$ cat src/sv/fsr_pkg.sv
`default_nettype none
package fsr_pkg;

	localparam int ITEM_BITS_DEF = 32;

	typedef struct packed {
		logic signed [31:0] frac_num;
		logic [30:0]        frac_den;
		logic               last_item;
	} in_beat_t;

	typedef struct packed {
		logic signed [63:0] whole_part;
		logic signed [63:0] rem_num;
		logic [62:0]        rem_den;
		logic               overflow;
	} out_beat_t;

	typedef struct packed {
		logic [63:0] quo;
		logic [63:0] rem;
	} div_res_t;

endpackage
`default_nettype wire

$ cat src/sv/fsr_div.sv
`default_nettype none
module fsr_div (
	input  wire logic        clk,
	input  wire logic        arst_n,
	input  wire logic        start,
	input  wire logic [63:0] dividend,
	input  wire logic [63:0] divisor,
	output logic             done,
	output fsr_pkg::div_res_t res
);
	logic [63:0] q_q;
	logic [63:0] r_q;
	logic [63:0] d_q;
	logic [6:0]  cnt_q;
	logic        busy_q;
	logic [64:0] shifted;
	logic [64:0] diff;

	// restoring divider, one quotient bit per cycle
	assign shifted = {r_q, q_q[63]};
	assign diff    = shifted - {1'b0, d_q};

	always_ff @(posedge clk or negedge arst_n) begin
		if (!arst_n) begin
			busy_q <= 1'b0;
			cnt_q  <= '0;
			done   <= 1'b0;
		end else begin
			done <= 1'b0;
			if (start) begin
				busy_q <= 1'b1;
				cnt_q  <= 7'd0;
			end else if (busy_q) begin
				cnt_q <= cnt_q + 7'd1;
				if (cnt_q == 7'd63) begin
					busy_q <= 1'b0;
					done   <= 1'b1;
				end
			end
		end
	end

	always_ff @(posedge clk) begin
		if (start) begin
			q_q <= dividend;
			r_q <= '0;
			d_q <= divisor;
		end else if (busy_q) begin
			if (!diff[64]) begin
				r_q <= diff[63:0];
				q_q <= {q_q[62:0], 1'b1};
			end else begin
				r_q <= shifted[63:0];
				q_q <= {q_q[62:0], 1'b0};
			end
		end
	end

	assign res.quo = q_q;
	assign res.rem = r_q;
endmodule
`default_nettype wire

$ cat src/sv/fsr_mul.sv
`default_nettype none
module fsr_mul (
	input  wire logic        clk,
	input  wire logic        arst_n,
	input  wire logic        start,
	input  wire logic [63:0] a,
	input  wire logic [63:0] b,
	output logic             done,
	output logic [63:0]      prod,
	output logic             ovf
);
	// 16x16 partial products, four digits of b against four of a
	logic [127:0] acc_q;
	logic [63:0]  a_q;
	logic [63:0]  b_q;
	logic [3:0]   cnt_q;
	logic         busy_q;
	logic [1:0]   ia;
	logic [1:0]   ib;
	logic [31:0]  pp_s1;
	logic [6:0]   sh_s1;
	logic         v_s1;
	logic         last_s1;
	logic [127:0] pp_ext;

	assign ia = cnt_q[1:0];
	assign ib = cnt_q[3:2];
	assign pp_ext = {96'd0, pp_s1} << sh_s1;

	always_ff @(posedge clk or negedge arst_n) begin
		if (!arst_n) begin
			busy_q  <= 1'b0;
			cnt_q   <= '0;
			v_s1    <= 1'b0;
			last_s1 <= 1'b0;
			done    <= 1'b0;
		end else begin
			done    <= v_s1 && last_s1;
			v_s1    <= busy_q;
			last_s1 <= busy_q && (cnt_q == 4'hF);
			if (start) begin
				busy_q <= 1'b1;
				cnt_q  <= '0;
			end else if (busy_q) begin
				cnt_q <= cnt_q + 4'd1;
				if (cnt_q == 4'hF) busy_q <= 1'b0;
			end
		end
	end

	always_ff @(posedge clk) begin
		if (start) begin
			a_q   <= a;
			b_q   <= b;
			acc_q <= '0;
		end else begin
			if (busy_q) begin
				pp_s1 <= a_q[16*ia +: 16] * b_q[16*ib +: 16];
				sh_s1 <= {({1'b0, ia} + {1'b0, ib}), 4'd0};
			end
			if (v_s1) acc_q <= acc_q + pp_ext;
		end
	end

	assign prod = acc_q[63:0];
	assign ovf  = |acc_q[127:64];
endmodule
`default_nettype wire

$ cat src/sv/fraction_sum_reducer.sv
`default_nettype none
// Running sum of signed fractions, held reduced (sign on the numerator).
// The work per input beat is data dependent: every Euclid step and every
// division runs on one shared restoring divider, and products on a 16x16
// multiplier; the Euclid loops set the spread.
// in_ready is low while an item is in work. An item marked last_item
// yields one out beat (mixed number when the sum is at least one) and
// clears the sum; overflow reports any item dropped for exceeding 64 bits.
module fraction_sum_reducer #(
	parameter int ITEM_BITS = fsr_pkg::ITEM_BITS_DEF
) (
	input  wire logic              clk,
	input  wire logic              arst_n,
	input  wire logic              in_valid,
	output logic                   in_ready,
	input  wire fsr_pkg::in_beat_t in_data,
	output logic                   out_valid,
	input  wire logic              out_ready,
	output fsr_pkg::out_beat_t     out_data
);
	localparam logic [4:0] S_IDLE = 5'd0, S_G1 = 5'd1, S_G1W = 5'd2, S_DA = 5'd3,
		S_DAW = 5'd4, S_DB = 5'd5, S_DBW = 5'd6, S_CK = 5'd7, S_CKW = 5'd8,
		S_M1 = 5'd9, S_M1W = 5'd10, S_M2 = 5'd11, S_M2W = 5'd12, S_M3 = 5'd13,
		S_M3W = 5'd14, S_SUM = 5'd15, S_G2 = 5'd16, S_G2W = 5'd17, S_RN = 5'd18,
		S_RNW = 5'd19, S_RD = 5'd20, S_RDW = 5'd21, S_FIN = 5'd22, S_FW = 5'd23,
		S_FG = 5'd24, S_FGW = 5'd25, S_FN = 5'd26, S_FNW = 5'd27, S_FD = 5'd28,
		S_FDW = 5'd29, S_OUT = 5'd30;
	localparam logic [63:0] POS_MAX = 64'h7FFF_FFFF_FFFF_FFFF;

	logic [4:0]  st_q;
	logic [4:0]  ret_q;
	logic [63:0] acc_num_q;
	logic [63:0] acc_den_q;
	logic        acc_ovf_q;
	logic        xneg_q;
	logic [63:0] xmag_q;
	logic [63:0] den_q;
	logic        last_q;
	logic [63:0] ga_q;
	logic [63:0] gb_q;
	logic [63:0] a_q;
	logic [63:0] b_q;
	logic [63:0] ndn_q;
	logic [63:0] t1_q;
	logic [63:0] t2_q;
	logic [63:0] smag_q;
	logic        sneg_q;
	logic [63:0] fnum_q;
	logic        fneg_q;
	fsr_pkg::out_beat_t res_q;

	logic        d_start;
	logic [63:0] d_n;
	logic [63:0] d_d;
	logic        d_done;
	fsr_pkg::div_res_t d_res;
	logic        m_start;
	logic [63:0] m_a;
	logic [63:0] m_b;
	logic        m_done;
	logic [63:0] m_prod;
	logic        m_ovf;

	logic [ITEM_BITS-1:0]   raw;
	logic [ITEM_BITS-1:0]   rawneg;
	logic [ITEM_BITS-2:0]   rawden;
	logic                   acc_neg;
	logic [63:0]            acc_mag;
	logic [64:0]            ssum;

	assign raw     = in_data.frac_num[ITEM_BITS-1:0];
	assign rawneg  = -raw;
	assign rawden  = in_data.frac_den[ITEM_BITS-2:0];
	assign acc_neg = acc_num_q[63];
	assign acc_mag = acc_neg ? -acc_num_q : acc_num_q;
	assign ssum    = {1'b0, t1_q} + {1'b0, t2_q};

	fsr_div u_div (
		.clk(clk), .arst_n(arst_n), .start(d_start), .dividend(d_n),
		.divisor(d_d), .done(d_done), .res(d_res)
	);

	fsr_mul u_mul (
		.clk(clk), .arst_n(arst_n), .start(m_start), .a(m_a), .b(m_b),
		.done(m_done), .prod(m_prod), .ovf(m_ovf)
	);

	assign in_ready  = (st_q == S_IDLE);
	assign out_valid = (st_q == S_OUT);
	assign out_data  = res_q;

	always_comb begin
		d_start = 1'b0;
		d_n     = ga_q;
		d_d     = gb_q;
		m_start = 1'b0;
		m_a     = a_q;
		m_b     = den_q;
		unique case (st_q) inside
			S_G1, S_G2, S_FG: d_start = 1'b1;
			S_DA: begin
				d_start = 1'b1;
				d_n     = acc_den_q;
			end
			S_DB: begin
				d_start = 1'b1;
				d_n     = den_q;
			end
			S_CK: begin
				d_start = 1'b1;
				d_n     = POS_MAX;
				d_d     = den_q;
			end
			S_RN: begin
				d_start = 1'b1;
				d_n     = smag_q;
			end
			S_RD: begin
				d_start = 1'b1;
				d_n     = ndn_q;
			end
			S_FIN: begin
				d_start = 1'b1;
				d_n     = acc_mag;
				d_d     = acc_den_q;
			end
			S_FN: begin
				d_start = 1'b1;
				d_n     = fnum_q;
			end
			S_FD: begin
				d_start = 1'b1;
				d_n     = acc_den_q;
			end
			S_M1: m_start = 1'b1;
			S_M2: begin
				m_start = 1'b1;
				m_a     = acc_mag;
				m_b     = b_q;
			end
			S_M3: begin
				m_start = 1'b1;
				m_a     = xmag_q;
				m_b     = a_q;
			end
			default: ;
		endcase
	end

	always_ff @(posedge clk or negedge arst_n) begin
		if (!arst_n) begin
			st_q      <= S_IDLE;
			ret_q     <= S_IDLE;
			acc_num_q <= '0;
			acc_den_q <= 64'd1;
			acc_ovf_q <= 1'b0;
		end else begin
			unique case (st_q) inside
				S_IDLE: if (in_valid) begin
					st_q  <= S_G1;
					ga_q  <= acc_den_q;
					gb_q  <= {33'd0, (rawden == '0) ? 31'd1 :
						31'(rawden)};
					ret_q <= S_DA;
				end
				S_G1, S_G2, S_FG: st_q <= S_G1W;
				S_G1W: if (d_done) begin
					// euclid loop: (a,b) <- (b, a mod b)
					if (d_res.rem == 64'd0) st_q <= ret_q;
					else begin
						ga_q <= gb_q;
						gb_q <= d_res.rem;
						st_q <= S_G1;
					end
				end
				S_DA: st_q <= S_DAW;
				S_DAW: if (d_done) begin
					a_q  <= d_res.quo;
					st_q <= S_DB;
				end
				S_DB: st_q <= S_DBW;
				S_DBW: if (d_done) begin
					b_q  <= d_res.quo;
					st_q <= S_CK;
				end
				S_CK: st_q <= S_CKW;
				S_CKW: if (d_done) begin
					if (a_q > d_res.quo) begin
						acc_ovf_q <= 1'b1;
						st_q      <= last_q ? S_FIN : S_IDLE;
					end else st_q <= S_M1;
				end
				S_M1: st_q <= S_M1W;
				S_M1W: if (m_done) begin
					ndn_q <= m_prod;
					st_q  <= S_M2;
				end
				S_M2: st_q <= S_M2W;
				S_M2W: if (m_done) begin
					t1_q <= m_prod;
					if (m_ovf) begin
						acc_ovf_q <= 1'b1;
						st_q      <= last_q ? S_FIN : S_IDLE;
					end else st_q <= S_M3;
				end
				S_M3: st_q <= S_M3W;
				S_M3W: if (m_done) begin
					t2_q <= m_prod;
					if (m_ovf) begin
						acc_ovf_q <= 1'b1;
						st_q      <= last_q ? S_FIN : S_IDLE;
					end else st_q <= S_SUM;
				end
				S_SUM: begin
					logic [64:0] sm;
					logic        sn;
					sm = '0;
					sn = 1'b0;
					if (acc_neg == xneg_q) begin
						sm = ssum;
						sn = acc_neg;
					end else if (t1_q >= t2_q) begin
						sm = {1'b0, t1_q - t2_q};
						sn = acc_neg;
					end else begin
						sm = {1'b0, t2_q - t1_q};
						sn = xneg_q;
					end
					if (sm == '0) sn = 1'b0;
					if (sm[64] || (sn ? (sm[63:0] > 64'h8000_0000_0000_0000)
						: sm[63])) begin
						acc_ovf_q <= 1'b1;
						st_q      <= last_q ? S_FIN : S_IDLE;
					end else begin
						smag_q <= sm[63:0];
						sneg_q <= sn;
						if (sm == '0) begin
							acc_num_q <= '0;
							acc_den_q <= 64'd1;
							st_q      <= last_q ? S_FIN : S_IDLE;
						end else begin
							ga_q  <= sm[63:0];
							gb_q  <= ndn_q;
							ret_q <= S_RN;
							st_q  <= S_G2;
						end
					end
				end
				S_RN: st_q <= S_RNW;
				S_RNW: if (d_done) begin
					acc_num_q <= sneg_q ? -d_res.quo : d_res.quo;
					st_q      <= S_RD;
				end
				S_RD: st_q <= S_RDW;
				S_RDW: if (d_done) begin
					acc_den_q <= d_res.quo;
					st_q      <= last_q ? S_FIN : S_IDLE;
				end
				S_FIN: st_q <= S_FW;
				S_FW: if (d_done) begin
					res_q.overflow <= acc_ovf_q;
					fneg_q <= acc_neg;
					if (!acc_neg && d_res.quo != 64'd0) begin
						res_q.whole_part <= d_res.quo;
						fnum_q <= d_res.rem;
					end else begin
						res_q.whole_part <= '0;
						fnum_q <= acc_mag;
					end
					if ((!acc_neg && d_res.quo != 64'd0 && d_res.rem == 64'd0)
						|| acc_mag == 64'd0) begin
						res_q.rem_num <= '0;
						res_q.rem_den <= 63'd1;
						st_q <= S_OUT;
					end else begin
						ga_q  <= (!acc_neg && d_res.quo != 64'd0) ? d_res.rem
							: acc_mag;
						gb_q  <= acc_den_q;
						ret_q <= S_FN;
						st_q  <= S_FG;
					end
				end
				S_FN: st_q <= S_FNW;
				S_FNW: if (d_done) begin
					res_q.rem_num <= fneg_q ? -d_res.quo : d_res.quo;
					st_q <= S_FD;
				end
				S_FD: st_q <= S_FDW;
				S_FDW: if (d_done) begin
					res_q.rem_den <= d_res.quo[62:0];
					st_q <= S_OUT;
				end
				S_OUT: if (out_ready) begin
					acc_num_q <= '0;
					acc_den_q <= 64'd1;
					acc_ovf_q <= 1'b0;
					st_q      <= S_IDLE;
				end
				default: st_q <= S_IDLE;
			endcase
		end
	end

	always_ff @(posedge clk) begin
		if (st_q == S_IDLE && in_valid) begin
			xneg_q <= raw[ITEM_BITS-1];
			xmag_q <= {{(64-ITEM_BITS){1'b0}}, raw[ITEM_BITS-1] ? rawneg : raw};
			den_q  <= {{(65-ITEM_BITS){1'b0}}, (rawden == '0) ?
				{{(ITEM_BITS-2){1'b0}}, 1'b1} : rawden};
			last_q <= in_data.last_item;
		end
	end

`ifndef ASSERT_OFF
	a_den_pos: assert property (@(posedge clk) disable iff (!arst_n)
		acc_den_q != 64'd0) else $error("zero denominator");
	a_den_range: assert property (@(posedge clk) disable iff (!arst_n)
		!acc_den_q[63]) else $error("denominator too wide");
	a_out_clear: assert property (@(posedge clk) disable iff (!arst_n)
		out_valid && out_ready |=> acc_den_q == 64'd1 && !acc_ovf_q)
		else $error("sum not cleared");
	a_excl: assert property (@(posedge clk) disable iff (!arst_n)
		!(in_ready && out_valid)) else $error("ready during result");
`endif
endmodule
`default_nettype wire
$ cat config.mk
export PLATFORM = sky130hd
export DESIGN_NAME = fraction_sum_reducer
export DESIGN_NICKNAME = d
export VERILOG_FILES = /design/src/sv/fsr_pkg.sv /design/src/sv/fsr_div.sv /design/src/sv/fsr_mul.sv /design/src/sv/fraction_sum_reducer.sv
export SDC_FILE = /design/constraint.sdc
export NUM_CORES = 2
export LEC_CHECK = 0
export BUFFER_PORTS_ARGS = -buffer_cell sky130_fd_sc_hd__buf_2
export CORE_MARGIN = 4
export CORE_UTILIZATION = 25
export CTS_CLUSTER_SIZE = 40
export DETAILED_ROUTE_END_ITERATION = 10
export GPL_TIMING_DRIVEN = 1
export SETUP_SLACK_MARGIN = 0.5
export SYNTH_ARGS = -nofsm -noshare
export SYNTH_HDL_FRONTEND = slang
export SYNTH_SLANG_ARGS = --single-unit
$ cat constraint.sdc
create_clock -name clk -period 32.2 [get_ports clk]
set_input_delay 3.22 -clock clk [delete_from_list [all_inputs] [get_ports clk]]
set_output_delay 3.22 -clock clk [all_outputs]
set_load 0.05 [all_outputs]
# Word-level counts from Yosys, hierarchy flattened
# Index checks and enable logic that the tools add are counted.
# Widths: inputs -> output; s select.
totals:
  regBits: 1474
  latchBits: 0
  ram_bits: 0
  mem_bits_ro: 0
  input_bits: 68
  n_memories: 0
classes:
  add_sub_neg: 11
  mul: 1
  div: 0
  magnitude_cmp: 3
  eq_ne: 55
  shift: 3
  muxes: 105
  bitwise_logic: 2
  reduce_logical: 45
op_table:
  columns: ["cell", "n"]
  rows:
  - ["$mux 64", 31]
  - ["$pmux 64 s2", 4]
  - ["$pmux 64 s4", 2]
  - ["$pmux 64 s7", 1]
  - ["$pmux 64 s3", 2]
  - ["$pmux 5 s27", 1]
  - ["$mux 5", 26]
  - ["$mux 65", 2]
  - ["$add 128x128->128", 1]
  - ["$logic_not 64->1", 2]
  - ["$mux 128", 1]
  - ["$neg 64->64", 2]
  - ["$shiftx 64x7->16", 2]
  - ["$shl 32x7->128", 1]
  - ["$sub 64x64->64", 2]
  - ["$mux 127", 1]
  - ["$pmux 63 s2", 1]
  - ["$add 64x64->65", 1]
  - ["$eq 5x5->1 const B", 13]
  - ["$logic_not 65->1", 1]
  - ["$sub 65x64->65", 1]
  - ["$ge 64x64->1", 1]
  - ["$gt 64x64->1", 1]
  - ["$gt 64x64->1 const B", 1]
  - ["43 further kinds", 124]

# Logic depth before layout (Yosys ltp)
logic_depth:
  ltp_word: 11
  ltp_mapped: 33
  depth_no_buf: 30

# Hierarchy
# From an unflattened synthesis, not the netlist that was laid out.
unflattened:
  cells_unflattened: 10458
  hier_area_um2: 99837.0
modules_own_cells:
  columns: ["module", "instances", "cells_each", "area_each_um2", "seq_area_each_um2"]
  rows:
  - ["fraction_sum_reducer", 1, 6024, 59201.8, 28528.6]
  - ["fsr_mul", 1, 3238, 28728.8, 7657.3]
  - ["fsr_div", 1, 1196, 11906.4, 5350.1]

# Worst setup path before layout
# No wires, ideal clock.
synth_timing:
  kind: "flip-flop to flip-flop"
  startpoint: "reg t2_q[0]"
  endpoint: "reg smag_q[0], enable pin"
  setup_ps: 581
  arrival_time_ps: 9532
  path_slack_ps: 22087
  stages_incl_launch_ff: 19
  path_buffers: 1
  cell_sequence: "edfxtp_1 ha_1 fa_1 nand3b_1 a21oi_1 o21ai_2 a311oi_2 and2_1 buf_4 o31ai_4 and3_1 or4_1 a211o_1 or4_1 nor4_1 nand4_1 nor4_4 a21boi_0 nor3b_1"
synth_via:
  elab_chain_len: 11
synth_lines:
  columns: ["item", "line_no", "source"]
  rows:
  - ["from (decl)", "fraction_sum_reducer.sv:45", "logic [63:0] t2_q;"]
  - ["from (signal assigned)", "fraction_sum_reducer.sv:208", "t2_q <= m_prod;"]
  - ["parallel branches: the longest is 8 deep, another holds $sub 64x64->64", null, null]
  - ["$logic_or 1x1->1 *", "fraction_sum_reducer.sv:230", "if (sm[64] || (sn ? (sm[63:0] > 64'h8000_0000_0000_0000)"]
  - ["$not 1->1 (no source line) *", null, null]
  - ["$reduce_and 3->1 (no source line) *", null, null]
  - ["to (signal assigned)", "fraction_sum_reducer.sv:235", "smag_q <= sm[63:0];"]
  - ["to (decl)", "fraction_sum_reducer.sv:46", "logic [63:0] smag_q;"]
# Mark *: on every way between the ends. The select of a mux whose other input is x is not followed.
# A chain may end at the register's enable or synchronous reset.

# Worst setup path after layout
layout_timing:
  startpoint: "reg t1_q[43]"
  endpoint: "reg smag_q[55], enable pin"
layout_via:
  elab_chain_len: 11
layout_lines:
  columns: ["item", "line_no", "source"]
  rows:
  - ["from (decl)", "fraction_sum_reducer.sv:44", "logic [63:0] t1_q;"]
  - ["from (signal assigned)", "fraction_sum_reducer.sv:200", "t1_q <= m_prod;"]
  - ["parallel branches: the longest is 8 deep, another holds $sub 64x64->64", null, null]
  - ["$logic_or 1x1->1 *", "fraction_sum_reducer.sv:230", null]
  - ["$not 1->1 (no source line) *", null, null]
  - ["$reduce_and 3->1 (no source line) *", null, null]
# Marked as above.

==> out/qor_table.md <==
| Quantity | Value |
|---|---|
| First-pass GRT wire length | 560 mm |
| Flop-to-flop setup slack | 22.96 ns |
| Start of the worst register-to-register path | t1_q[43]$_DFFE_PP_ |
| Final HPWL DP | 293 mm |
| Buffers inserted during post-CTS setup optimization | 0 |
| Global routing usage summed across all routing layers | 18.8% |
| Basic-gate share of the synthesized area counting and, or, nand and nor cells | 13.5% |
| WS Path Type | reg2reg |
| Floorplan die area | 0.397 sq mm |
| Reg2Reg Capture Point | smag_q[55]$_DFFE_PP_ |
| Sink of the worst hold path | out_data[0]$_DFFE_PP_ |
| ANT nets after route | 0 |
| Clock Tree Buf Depth | 3 |
| Count of distinct cell types in the synthesized netlist | 105 |
| First-pass detailed-route iteration total | 9 |
| Min-Delay Path Class | reg2reg |
| WL/cell | 25.7 um |
| Flip-flop and latch count after synthesis | 1473 |
| Net count reported at finish | 10700 |
| Share of the synthesized area in the top cell type | 35.0% |
| Slew @ Worst Pin | 1.30 ns |
| Compound-gate portion of the synthesized area | 19.3% |
| Post-synthesis instance total | 9887 |
| Die Y-Extent | 630 um |
| Mean number of vias per cell | 5.42 |
| Multiplexer fraction of the synthesized cell area | 3.55% |
| Clock root buffer | clkbuf_16 |
| Least setup slack across all paths after layout | 22.96 ns |
| Top cell type by total area after synthesis | edfxtp_1 |
| Number of enable flip-flop cells after synthesis | 1126 |
| Overall routed net length | 390 mm |
| Worst Setup Slack post-DPL | 23.13 ns |
| Global-route congestion overflow total | 0 |
| Number of max-capacitance violations reported | 0 |
| Commonest register cell after synthesis | edfxtp_1 |
| Number of sinks on the clock net | 1473 |
| Number of max-slew violations in the final report | 0 |
| Number of port buffers | 261 |
| Most instantiated library cell after synthesis | edfxtp_1 |
| Endpoint required time on the critical path | 32.64 ns |
| CTS buffer count | 164 |
| Number of design-rule violations left by the first detailed-router iteration | 11700 |
| Hold path startpoint | acc_ovf_q$_DFFE_PN0P_ |
| Hold Path Stages | 0 |
| Number of vias after detailed routing | 82400 |
| Sequential cell area fraction in the yosys report | 43.0% |
| Outcome | completed |
| Max FO, Critical Path | 39 |
| Core footprint | 0.385 sq mm |
| Clock tree from TritonCTS | built |
| Period minus WS final | 9.24 ns |
| Combinational family with the most area after synthesis | compound AO/OA/AOI/OAI gates |
| Kind of launch point of the worst setup path | flip-flop |
| H-tree Lvls | 4 |
| Critical path capture point type | flip-flop |
| Count of standard-cell rows | 228 |
| Accumulated negative setup slack | 0 ns |
| Yosys synthesis warning count | 0 |
| Share of layout cells above drive strength 1 | 8.67% |
| Number of cell instances on the worst register-to-register path | 20 |
| Number of global-route vias before repair | 77600 |
| Fin crit share | 28.7% |
| Mean cell area of the mapped netlist | 9.77 sq um |
| Drt drc | 0 |
| Worst Skew | 0.0790 ns |
| Pin count of the biggest net entering global routing | 135 |
| Synthesized-area fraction occupied by xor and xnor cells | 4.22% |
| Arithmetic-cell share of the synthesized area counting full adders, half adders and majority gates | 11.3% |
| Worst path arrival time | 9.68 ns |
| Cell area after technology mapping | 0.0966 sq mm |
| Cts hold-fix bufs | 0 |
| Starting density of the core | 25.1% |
| Post-synth net total | 10700 |
| Ys async rst share | 10.5% |
| Gates resized, CTS repair | 0 |
| Routability-driven placement congestion ratio | 0.978 |
| Worst rel slew slack | 13.4% |
| Number of antenna violations at the first check in global routing | 42 |
| Final setup fails | 0 |
| Clock transition at the register clock pins on the worst setup and hold paths after CTS | 0.06 ns |
| Die X-Extent | 630 um |
| Leading cell types by count after synthesis | edfxtp_1, nand2_1, nor2_1 |
| Top-Level Pins | 262 |
| Final count of hold timing violations | 0 |
| Area Growth Syn to Fin | 13.2% |
| Cell types with the largest area share after synthesis | edfxtp_1, ha_1, fa_1, dfrtp_1, dfxtp_1 |
| Highest attainable clock frequency | 0.108 GHz |
| Setup repair after global routing missed its margin | no |
| Clock insertion delay at the later pin of the skew report | 0.85 ns |
## worst max path at each step
stage | from | cells after the start | endpoint
floorplan | t2_q[0]$_DFFE_PP_ | 18 | smag_q[0]$_DFFE_PP_
global placement | t1_q[47]$_DFFE_PP_ | 20 | smag_q[56]$_DFFE_PP_
detailed placement | t1_q[43]$_DFFE_PP_ | 20 | smag_q[57]$_DFFE_PP_
CTS | t1_q[43]$_DFFE_PP_ | 20 | smag_q[46]$_DFFE_PP_
global route | t1_q[47]$_DFFE_PP_ | 20 | smag_q[46]$_DFFE_PP_
finish | t1_q[43]$_DFFE_PP_ | 20 | smag_q[55]$_DFFE_PP_
## state kept, by name, summed over array words and instances (netlist names), 31 cells and up
register,flops
gb_q,64
t2_q,64
u_mul.acc_q,128
out_data,192
b_q,64
den_q,31
acc_num_q,64
smag_q,64
fnum_q,64
u_div.q_q,64
u_mul.b_q,64
u_mul.a_q,64
u_mul.pp_s1,32
ga_q,64
u_div.d_q,64
xmag_q,32
t1_q,64
ndn_q,64
acc_den_q,64
u_div.r_q,64
a_q,64
## cell type report
cell class | count | area [sq um]
Clock inverter | 99 | 1310
Tap cell | 5175 | 6470
Sequential cell | 1473 | 41500
Fill cell | 40400 | 276000
Multi-Input combinational cell | 7106 | 50400
Antenna cell | 21 | 52.6
Clock buffer | 209 | 4400
Timing Repair Buffer | 423 | 2540
Inverter | 702 | 2650
## worst max-delay path, cell delays in order (launching register included)
cell	delay, ns
edfxtp_1	0.38
inv_1	0.06
ha_1	0.49
a21oi_1	0.34
o21ai_1	0.17
a221oi_1	0.49
nand2_1	0.43
o31ai_4	0.64
buf_4	0.39
nand2_1	0.11
buf_4	0.30
a311oi_1	0.50
o21ai_0	0.26
a2111o_1	0.43
nor4_1	0.66
nand4_1	0.32
nor4_4	0.70
a21boi_0	0.27
nor3b_2	0.64
buf_4	0.42
buf_4	0.73
## metal layers
| layer | up-vias | wire (um) | GRT usage (%) |
|---|---|---|---|
| met2 | 4825 | 164000 | 27.8 |
| met4 | 8 | 19300 | 8.33 |
| met1 | 40600 | 162000 | 25.8 |
| li1 | 36300 | - | - |
| met3 | 684 | 44400 | 4.73 |
| met5 | - | 107 | 0.121 |
## stage by stage
| stage | hold slack, ns | instance area (sq um) | utilization (%) | instances |
|---|---|---|---|---|
| floorplan | 0.419 | 96600 | - | 9887 |
| global placement | 0.431 | 104000 | 26.9 | 14900 |
| detailed placement | 0.433 | 104000 | 26.9 | 14900 |
| CTS | 0.447 | 109000 | 28.4 | 15200 |
| global route | 0.456 | 109000 | 28.4 | 15200 |
| finish | 0.447 | 109000 | 28.4 | 15200 |
## cell families after synthesis
| logic type | Yosys count |
|---|---|
| XOR/XNOR | 465 |
| adder cells (fa/ha/maj) | 756 |
| flip-flops | 1473 |
| multiplexers | 313 |
| buffers and inverters | 1308 |
| AND/OR/NAND/NOR | 2768 |
| AO/OA/AOI/OAI | 2804 |
## cells in the final DEF (no fill, tap or decap), types with 51 or more instances in the layout
cell type,n
a21o_1,219
a21oi_1,726
a221oi_1,52
a222oi_1,58
a22o_1,54
a22oi_1,249
a31oi_1,62
and2_1,100
and3_1,58
buf_2,260
buf_4,161
clkbuf_16,165
clkinv_1,70
dfrtp_1,150
dfxtp_1,192
edfxtp_1,1126
fa_1,200
ha_1,556
inv_1,637
mux2i_1,274
nand2_1,913
nand2b_1,67
nand3_1,130
nand4_1,135
nor2_1,779
nor2b_1,83
nor3_1,96
nor4_1,148
o2111ai_1,51
o211ai_1,144
o21a_1,58
o21ai_0,569
o21bai_1,70
o2bb2ai_1,68
o31ai_1,61
or3_1,67
xnor2_1,330
xor2_1,131
Power is not shown: default switching activity piles up to over one toggle a cycle in this logic, so the estimate is an artifact.
